$ cat src/rtl/ajst_pkg.sv
// ----------------------------------------------------------------------------
// Accelerometer jerk and speed tracker package
// Shared types, register indexes and reset values for the tracker block.
// ----------------------------------------------------------------------------
package ajst_pkg;

    localparam int AXIS_W    = 8;
    localparam int MS_W      = 16;
    localparam int THR_W     = 8;
    localparam int GAIN_W    = 16;
    localparam int SPEED_W   = 32;
    localparam int MAG_W     = 16;
    localparam int SUMSQ_W   = 16;
    localparam int RAD_W     = 32;
    localparam int REM_W     = 20;
    localparam int MUL_A_W   = 25;
    localparam int MUL_B_W   = 17;
    localparam int PROD_W    = MUL_A_W + MUL_B_W;
    localparam int SUM_W     = PROD_W + 1;
    localparam int CFG_IDX_W = 8;
    localparam int CFG_DAT_W = 32;
    localparam int IN_DATA_W = 40;
    localparam int OUT_DATA_W = 48;
    localparam int OUT_USER_W = 2;

    localparam logic [CFG_IDX_W-1:0] CFG_JERK_THRESHOLD    = 8'd0;
    localparam logic [CFG_IDX_W-1:0] CFG_SPEED_GAIN        = 8'd1;
    localparam logic [CFG_IDX_W-1:0] CFG_LOW_SPEED_CUTOFF  = 8'd2;
    localparam logic [CFG_IDX_W-1:0] CFG_SPEED_ALARM_LEVEL = 8'd3;

    localparam logic [THR_W-1:0]   RST_JERK_THRESHOLD    = 8'd69;
    localparam logic [GAIN_W-1:0]  RST_SPEED_GAIN        = 16'd10665;
    localparam logic [SPEED_W-1:0] RST_LOW_SPEED_CUTOFF  = 32'd1677722;
    localparam logic [SPEED_W-1:0] RST_SPEED_ALARM_LEVEL = 32'd167772160;

    localparam logic [3:0] ROOT_LAST_STEP = 4'd15;

    typedef enum logic [3:0] {
        ST_IDLE,
        ST_MUL_XX,
        ST_MUL_YY,
        ST_MUL_ZZ,
        ST_MUL_XG,
        ST_MUL_XGT,
        ST_SPEED,
        ST_ROOT,
        ST_FINISH
    } t_state;

    typedef enum logic [2:0] {
        MUL_XX,
        MUL_YY,
        MUL_ZZ,
        MUL_XG,
        MUL_XGT
    } t_mul_sel;

    typedef struct packed {
        logic     mul_en;
        t_mul_sel mul_sel;
        logic     sum_clr;
        logic     sum_add;
        logic     root_init;
        logic     root_step;
        logic     speed_upd;
        logic     finish;
    } t_ctrl;

endpackage

$ cat src/rtl/accel_jerk_and_speed_tracker_unit.sv
// ----------------------------------------------------------------------------
// Accelerometer jerk and speed tracker
// Computes the Q8.8 vector magnitude, a sudden-motion flag and an integrated
// X-axis speed with saturation, cutoff and over-speed flag.
// ----------------------------------------------------------------------------
// Input items arrive on the s_axis channel: three signed axis samples and the
// milliseconds since the previous sample. Each item yields one result item on
// the m_axis channel with the speed and magnitude in tdata and the two flags
// in tuser. Registers are written on the cfg channel, which is always ready;
// they should be written only while no item is in flight.
// An accepted item passes through one shared multiplier (three squares, then
// gain and time products), the speed sum, a one-bit-per-cycle square root
// and the final compares. The result becomes valid and s_axis_tready returns
// at the same time, so no new item is taken while one is in flight.
// The result sits in an output register; if the receiver stalls, the next
// item is still taken and runs to its final step, where it waits until the
// previous result is taken. Reset restores the register defaults and clears
// the stored speed and previous magnitude.
// ----------------------------------------------------------------------------
module accel_jerk_and_speed_tracker_unit
    import ajst_pkg::*;
(
    input  logic                  i_clk,
    input  logic                  i_rst_n,
    input  logic                  s_axis_tvalid,
    output logic                  s_axis_tready,
    // accel_x [7:0], accel_y [15:8], accel_z [23:16], elapsed_ms [39:24]
    input  logic [IN_DATA_W-1:0]  s_axis_tdata,
    output logic                  m_axis_tvalid,
    input  logic                  m_axis_tready,
    // speed [31:0], magnitude [47:32]
    output logic [OUT_DATA_W-1:0] m_axis_tdata,
    // sudden_motion [0], over_speed [1]
    output logic [OUT_USER_W-1:0] m_axis_tuser,
    input  logic                  i_cfg_valid,
    output logic                  o_cfg_ready,
    input  logic [CFG_IDX_W-1:0]  i_cfg_index,
    input  logic [CFG_DAT_W-1:0]  i_cfg_data
);

    t_state r_state, n_state;
    t_ctrl  ctrl;

    logic [THR_W-1:0]   r_jerk_threshold;
    logic [GAIN_W-1:0]  r_speed_gain;
    logic [SPEED_W-1:0] r_low_speed_cutoff;
    logic [SPEED_W-1:0] r_speed_alarm_level;

    logic [MAG_W-1:0]   r_last_mag;
    logic [SPEED_W-1:0] r_speed;

    logic signed [AXIS_W-1:0] r_x, r_y, r_z;
    logic [MS_W-1:0]          r_ms;
    logic signed [PROD_W-1:0] r_prod;
    logic [SUMSQ_W-1:0]       r_sumsq;
    logic [RAD_W-1:0]         r_rad;
    logic [REM_W-1:0]         r_rem;
    logic [MAG_W-1:0]         r_root;
    logic [3:0]               r_cnt;
    logic [SPEED_W-1:0]       r_sat;

    logic                  r_out_valid;
    logic [SPEED_W-1:0]    r_out_speed;
    logic [MAG_W-1:0]      r_out_mag;
    logic                  r_out_sudden;
    logic                  r_out_over;

    logic signed [MUL_A_W-1:0] mul_a;
    logic signed [MUL_B_W-1:0] mul_b;
    logic signed [PROD_W-1:0]  mul_p;
    logic signed [SUM_W-1:0]   speed_sum;
    logic [SPEED_W-1:0]        speed_sat;
    logic [REM_W-1:0]          rem_sh;
    logic [REM_W-1:0]          trial;
    logic                      trial_ok;
    logic [MAG_W-1:0]          mag_diff;
    logic                      sudden;
    logic                      above_cutoff;
    logic [SPEED_W-1:0]        speed_new;
    logic                      out_free;

    assign out_free      = !r_out_valid || m_axis_tready;
    assign o_cfg_ready   = 1'b1;
    assign m_axis_tvalid = r_out_valid;
    assign m_axis_tdata  = {r_out_mag, r_out_speed};
    assign m_axis_tuser  = {r_out_over, r_out_sudden};

    always_comb begin
        n_state = r_state;
        unique case (r_state)
            ST_IDLE:    if (s_axis_tvalid) n_state = ST_MUL_XX;
            ST_MUL_XX:  n_state = ST_MUL_YY;
            ST_MUL_YY:  n_state = ST_MUL_ZZ;
            ST_MUL_ZZ:  n_state = ST_MUL_XG;
            ST_MUL_XG:  n_state = ST_MUL_XGT;
            ST_MUL_XGT: n_state = ST_SPEED;
            ST_SPEED:   n_state = ST_ROOT;
            ST_ROOT:    if (r_cnt == '0) n_state = ST_FINISH;
            ST_FINISH:  if (out_free) n_state = ST_IDLE;
            default:    n_state = ST_IDLE;
        endcase
    end

    always_comb begin
        ctrl          = '0;
        ctrl.mul_sel  = MUL_XX;
        s_axis_tready = 1'b0;
        unique case (r_state)
            ST_IDLE:    s_axis_tready = 1'b1;
            ST_MUL_XX: begin
                ctrl.mul_en  = 1'b1;
                ctrl.sum_clr = 1'b1;
            end
            ST_MUL_YY: begin
                ctrl.mul_en  = 1'b1;
                ctrl.mul_sel = MUL_YY;
                ctrl.sum_add = 1'b1;
            end
            ST_MUL_ZZ: begin
                ctrl.mul_en  = 1'b1;
                ctrl.mul_sel = MUL_ZZ;
                ctrl.sum_add = 1'b1;
            end
            ST_MUL_XG: begin
                ctrl.mul_en  = 1'b1;
                ctrl.mul_sel = MUL_XG;
                ctrl.sum_add = 1'b1;
            end
            ST_MUL_XGT: begin
                ctrl.mul_en    = 1'b1;
                ctrl.mul_sel   = MUL_XGT;
                ctrl.root_init = 1'b1;
            end
            ST_SPEED:   ctrl.speed_upd = 1'b1;
            ST_ROOT:    ctrl.root_step = 1'b1;
            ST_FINISH:  ctrl.finish = out_free;
            default:    ctrl = '0;
        endcase
    end

    // Shared multiplier.
    always_comb begin
        unique case (ctrl.mul_sel)
            MUL_XX: begin
                mul_a = MUL_A_W'(r_x);
                mul_b = MUL_B_W'(r_x);
            end
            MUL_YY: begin
                mul_a = MUL_A_W'(r_y);
                mul_b = MUL_B_W'(r_y);
            end
            MUL_ZZ: begin
                mul_a = MUL_A_W'(r_z);
                mul_b = MUL_B_W'(r_z);
            end
            MUL_XG: begin
                mul_a = MUL_A_W'(r_x);
                mul_b = $signed({1'b0, r_speed_gain});
            end
            MUL_XGT: begin
                mul_a = r_prod[MUL_A_W-1:0];
                mul_b = $signed({1'b0, r_ms});
            end
            default: begin
                mul_a = '0;
                mul_b = '0;
            end
        endcase
    end
    assign mul_p = mul_a * mul_b;

    assign speed_sum = $signed({{(SUM_W-SPEED_W){1'b0}}, r_speed}) + SUM_W'(r_prod);

    always_comb begin
        if (speed_sum[SUM_W-1]) begin
            speed_sat = '0;
        end else if (|speed_sum[SUM_W-2:SPEED_W]) begin
            speed_sat = '1;
        end else begin
            speed_sat = speed_sum[SPEED_W-1:0];
        end
    end

    assign rem_sh   = {r_rem[REM_W-3:0], r_rad[RAD_W-1 -: 2]};
    assign trial    = {{(REM_W-MAG_W-2){1'b0}}, r_root, 2'b01};
    assign trial_ok = rem_sh >= trial;

    assign mag_diff     = (r_root > r_last_mag) ? (r_root - r_last_mag) : (r_last_mag - r_root);
    assign sudden       = mag_diff > {r_jerk_threshold, 8'h00};
    assign above_cutoff = r_sat >= r_low_speed_cutoff;
    assign speed_new    = above_cutoff ? r_sat : '0;

    always_ff @(posedge i_clk) begin
        if (!i_rst_n) begin
            r_state             <= ST_IDLE;
            r_jerk_threshold    <= RST_JERK_THRESHOLD;
            r_speed_gain        <= RST_SPEED_GAIN;
            r_low_speed_cutoff  <= RST_LOW_SPEED_CUTOFF;
            r_speed_alarm_level <= RST_SPEED_ALARM_LEVEL;
            r_last_mag          <= '0;
            r_speed             <= '0;
            r_out_valid         <= 1'b0;
        end else begin
            r_state <= n_state;
            if (i_cfg_valid) begin
                unique case (i_cfg_index)
                    CFG_JERK_THRESHOLD:    r_jerk_threshold    <= i_cfg_data[THR_W-1:0];
                    CFG_SPEED_GAIN:        r_speed_gain        <= i_cfg_data[GAIN_W-1:0];
                    CFG_LOW_SPEED_CUTOFF:  r_low_speed_cutoff  <= i_cfg_data[SPEED_W-1:0];
                    CFG_SPEED_ALARM_LEVEL: r_speed_alarm_level <= i_cfg_data[SPEED_W-1:0];
                    default:               r_jerk_threshold    <= r_jerk_threshold;
                endcase
            end
            if (ctrl.finish) begin
                r_out_valid <= 1'b1;
                r_last_mag  <= r_root;
                r_speed     <= speed_new;
            end else if (m_axis_tready) begin
                r_out_valid <= 1'b0;
            end
        end
    end

    always_ff @(posedge i_clk) begin
        if (s_axis_tvalid && s_axis_tready) begin
            r_x  <= s_axis_tdata[7:0];
            r_y  <= s_axis_tdata[15:8];
            r_z  <= s_axis_tdata[23:16];
            r_ms <= s_axis_tdata[39:24];
        end
        if (ctrl.mul_en) begin
            r_prod <= mul_p;
        end
        if (ctrl.sum_clr) begin
            r_sumsq <= '0;
        end else if (ctrl.sum_add) begin
            r_sumsq <= r_sumsq + r_prod[SUMSQ_W-1:0];
        end
        if (ctrl.speed_upd) begin
            r_sat <= speed_sat;
        end
        if (ctrl.root_init) begin
            r_rad  <= {r_sumsq, 16'h0000};
            r_rem  <= '0;
            r_root <= '0;
            r_cnt  <= ROOT_LAST_STEP;
        end else if (ctrl.root_step) begin
            r_rad <= {r_rad[RAD_W-3:0], 2'b00};
            r_cnt <= r_cnt - 4'd1;
            if (trial_ok) begin
                r_rem  <= rem_sh - trial;
                r_root <= {r_root[MAG_W-2:0], 1'b1};
            end else begin
                r_rem  <= rem_sh;
                r_root <= {r_root[MAG_W-2:0], 1'b0};
            end
        end
        if (ctrl.finish) begin
            r_out_speed  <= speed_new;
            r_out_mag    <= r_root;
            r_out_sudden <= sudden;
            r_out_over   <= above_cutoff && (r_sat > r_speed_alarm_level);
        end
    end

endmodule

$ cat config.mk
export PLATFORM = sky130hd
export DESIGN_NAME = accel_jerk_and_speed_tracker_unit
export DESIGN_NICKNAME = d
export VERILOG_FILES = /design/src/rtl/ajst_pkg.sv /design/src/rtl/accel_jerk_and_speed_tracker_unit.sv
export SDC_FILE = /design/constraint.sdc
export NUM_CORES = 2
export LEC_CHECK = 0
export ABC_AREA = 0
export ABC_CLOCK_PERIOD_IN_PS = 15500
export BUFFER_PORTS_ARGS = -buffer_cell sky130_fd_sc_hd__buf_2
export CORE_ASPECT_RATIO = 0.8
export CORE_UTILIZATION = 49
export CTS_CLUSTER_SIZE = 25
export DETAILED_ROUTE_END_ITERATION = 10
export PLACE_DENSITY = 0.66
export SYNTH_ARGS = -nofsm -noshare
export SYNTH_HDL_FRONTEND = slang
export SYNTH_SLANG_ARGS = --single-unit
$ cat constraint.sdc
create_clock -name i_clk -period 15.5 [get_ports i_clk]
set_clock_uncertainty 0.2 [all_clocks]
set_input_delay 1.55 -clock i_clk [delete_from_list [all_inputs] [get_ports i_clk]]
set_output_delay 1.55 -clock i_clk [all_outputs]
set_load 0.02 [all_outputs]
==> results.sh <==
export IMPL_port_buffers=136
export IMPL_antenna_left=0
export IMPL_regToRegSetupSlack_ns=4.74
export IMPL_cpPeakStageDelay_ns=0.90
export IMPL_syn_area_sq_um=35410
export IMPL_drc=0
export IMPL_worstSkewPairLatency_ns=0.61
export IMPL_max_cap_viol_count=0
export IMPL_post_drt_wl_per_cell_microns=19.54
export IMPL_cts_path_max_buffers=3
export IMPL_final_cells=4955
export IMPL_fin_nets=4764
export IMPL_root_buffer="clkbuf_16"
export IMPL_synth_seq_area_share=0.2629
export IMPL_synth_top_family_by_area="adder cells"
export IMPL_layout_common_cells="inv_1, nand2_1, fa_1"
export IMPL_crit_path_top_delay_cell="a21oi_1"
export IMPL_dieArea_sq_um=73350
export IMPL_rows=87
export IMPL_cts_inserted_buffers=41
export IMPL_worstHoldPathType="reg2reg"
export IMPL_slew_headroom=0.1896
export IMPL_synth_largest_area_cell="fa_1"
export IMPL_synth_avg_cell_area_sq_um=9.056
export IMPL_synthDistinctLibCells=81
export IMPL_dp_cells=4880
export IMPL_synth_ff_type="dfxtp_1"
export IMPL_num_vias=27480
export IMPL_fin_crit_ns=10.76
export IMPL_diodes=0
export IMPL_synth_xor_area_share=0.02919
export IMPL_cp_data_required_time_ns=15.63
export IMPL_outcome="finished clean"
export IMPL_path_class="reg2reg"
export IMPL_timing_final_crit_share=0.6943
export IMPL_syn_to_final_growth_pct=8.735
export IMPL_htreeDepth=2
export IMPL_path_max_fanout=24
export IMPL_grt_first_pass_wirelength_microns=153200
export IMPL_synthCells=3910
export IMPL_setup_viol=0
export IMPL_synth_edf_count=180
export IMPL_overflow=0
export IMPL_cp_end_kind="flop"
export IMPL_viasPerCell=5.545
export IMPL_cts_sinks=375
export IMPL_grt_max_degree=83
export IMPL_tns_ns=0
export IMPL_final_common_cell="inv_1"
export IMPL_yosys_area_share_adder=0.3329
export IMPL_path_clk_slew_ns=0.06
export IMPL_post_cts_buffers=0
export IMPL_grt_pass1_vias=26720
export IMPL_critPathMostFrequentCell="fa_1"
export IMPL_antenna_found_initial=0
export IMPL_coreArea_sq_um=70970
export IMPL_yosys_warnings=0
export IMPL_rsz0062_at_grt="no"
export IMPL_synth_compound_area_frac=0.1305
export IMPL_drt_total_wl_microns=96810
export IMPL_tritoncts="done"
export IMPL_finalHoldViolCount=0
export IMPL_synthSimpleGateAreaFrac=0.1486
export IMPL_hold_buffers=0
export IMPL_synth_top_cell_area_share=0.2374
export IMPL_die_width_microns=302.6
export IMPL_drtPass1Iterations=6
export IMPL_gp_congestion=0.9408
export IMPL_cp_arrival_ns=10.89
export IMPL_io_pins=138
export IMPL_start_kind="flop"
export IMPL_cts_resized=0
export IMPL_first_iter_violations=2430
export IMPL_start_util=0.4989
export IMPL_synth_area_leaders="fa_1, edfxtp_1, dfxtp_1"
export IMPL_synth_seq_cells=375
export IMPL_dieHeight_microns=242.4
export IMPL_dp_hpwl_microns=76380
export IMPL_grt_use_total=0.2674
export IMPL_tightest_slew_ns=1.216
export IMPL_max_freq_ghz=0.09292
export IMPL_drv_slew=0
export IMPL_synthMuxAreaShare=0.01223
export IMPL_async_flop_share=0
export IMPL_drive_above_1_share=0.07958
## synthesized netlist by cell type (26+ instances only)
cell type	count
mux2i_1	41
nor3_1	29
clkbuf_1	126
ha_1	270
xor2_1	33
fa_1	420
edfxtp_1	180
xnor2_1	85
nand3_1	75
a21o_1	85
a21oi_2	31
nand4_1	39
nor2b_1	66
nand2_1	589
a21oi_1	165
dfxtp_1	195
nor2_1	334
inv_1	610
o21ai_0	120
a21boi_0	78
o211ai_1	26
## path summary, 6_finish.rpt
kind / from / end / cells after the start
min: r_speed_alarm_level[2]$_SDFFE_PN0P_ / r_speed_alarm_level[2]$_SDFFE_PN0P_ / 2
max: r_state[3]$_SDFFE_PN0P_ / r_prod[38]$_DFFE_PP_ / 32
min reg2reg: r_speed_alarm_level[2]$_SDFFE_PN0P_ / r_speed_alarm_level[2]$_SDFFE_PN0P_ / 2
max reg2reg: r_state[3]$_SDFFE_PN0P_ / r_prod[38]$_DFFE_PP_ / 32
## cells by family after synthesis
kind of cell	count (synthesis)
and+or+nand+nor	1223
buffers and inverters	772
adders and majority gates	690
AOI/OAI and AO/OA	687
DFF	375
xor gates and xnor gates	118
muxes	43
other	2
## area by class of cell
| type | instances | area, sq um |
|---|---|---|
| Inverter | 611 | 2295 |
| Tap cell | 934 | 1169 |
| Timing Repair Buffer | 181 | 1021 |
| Multi-Input combinational cell | 2779 | 23300 |
| Clock inverter | 22 | 270.3 |
| Clock buffer | 53 | 1144 |
| Sequential cell | 375 | 9309 |
| Fill cell | 6546 | 32470 |
## registers in the layout, indices dropped and copies added, names as in the netlist, 18 cells and up
signal	count
r_rem	18
r_speed	32
r_low_speed_cutoff	32
r_prod	42
r_sat	32
r_out_speed	32
r_speed_alarm_level	32
## per-stage QoR
stage	utilization	hold WS [ns]	worst slack, ns	cell area (sq um)
final	0.5425	0.2638	4.738	38500
after global routing	0.5425	0.2841	4.223	38500
after CTS	0.5425	0.2658	5.032	38500
after detailed placement	0.5226	0.2490	5.130	37090
after global placement	0.5226	0.2444	5.261	37090
after floorplan	-	0.2207	7.051	35470
## metal layers
layer  GRT usage  routed length (microns)  part of all wire
met1      0.4018                    44600              0.46
met3     0.03883                     6850             0.071
met2      0.3997                    42620              0.44
met5           0                        0                 0
met4     0.07198                     2740             0.028
## worst max-delay path: cells and delay by family, from the launching register on
kind	cells	cell delay, ns
xor gates and xnor gates	1	0.14
buffers and inverters	7	0.88
DFF	1	0.46
adders and majority gates	7	3.47
AOI/OAI and AO/OA	10	3.54
and+or+nand+nor	7	1.76
Power is not shown: default switching activity piles up to over one toggle a cycle in this logic, so the estimate is an artifact.
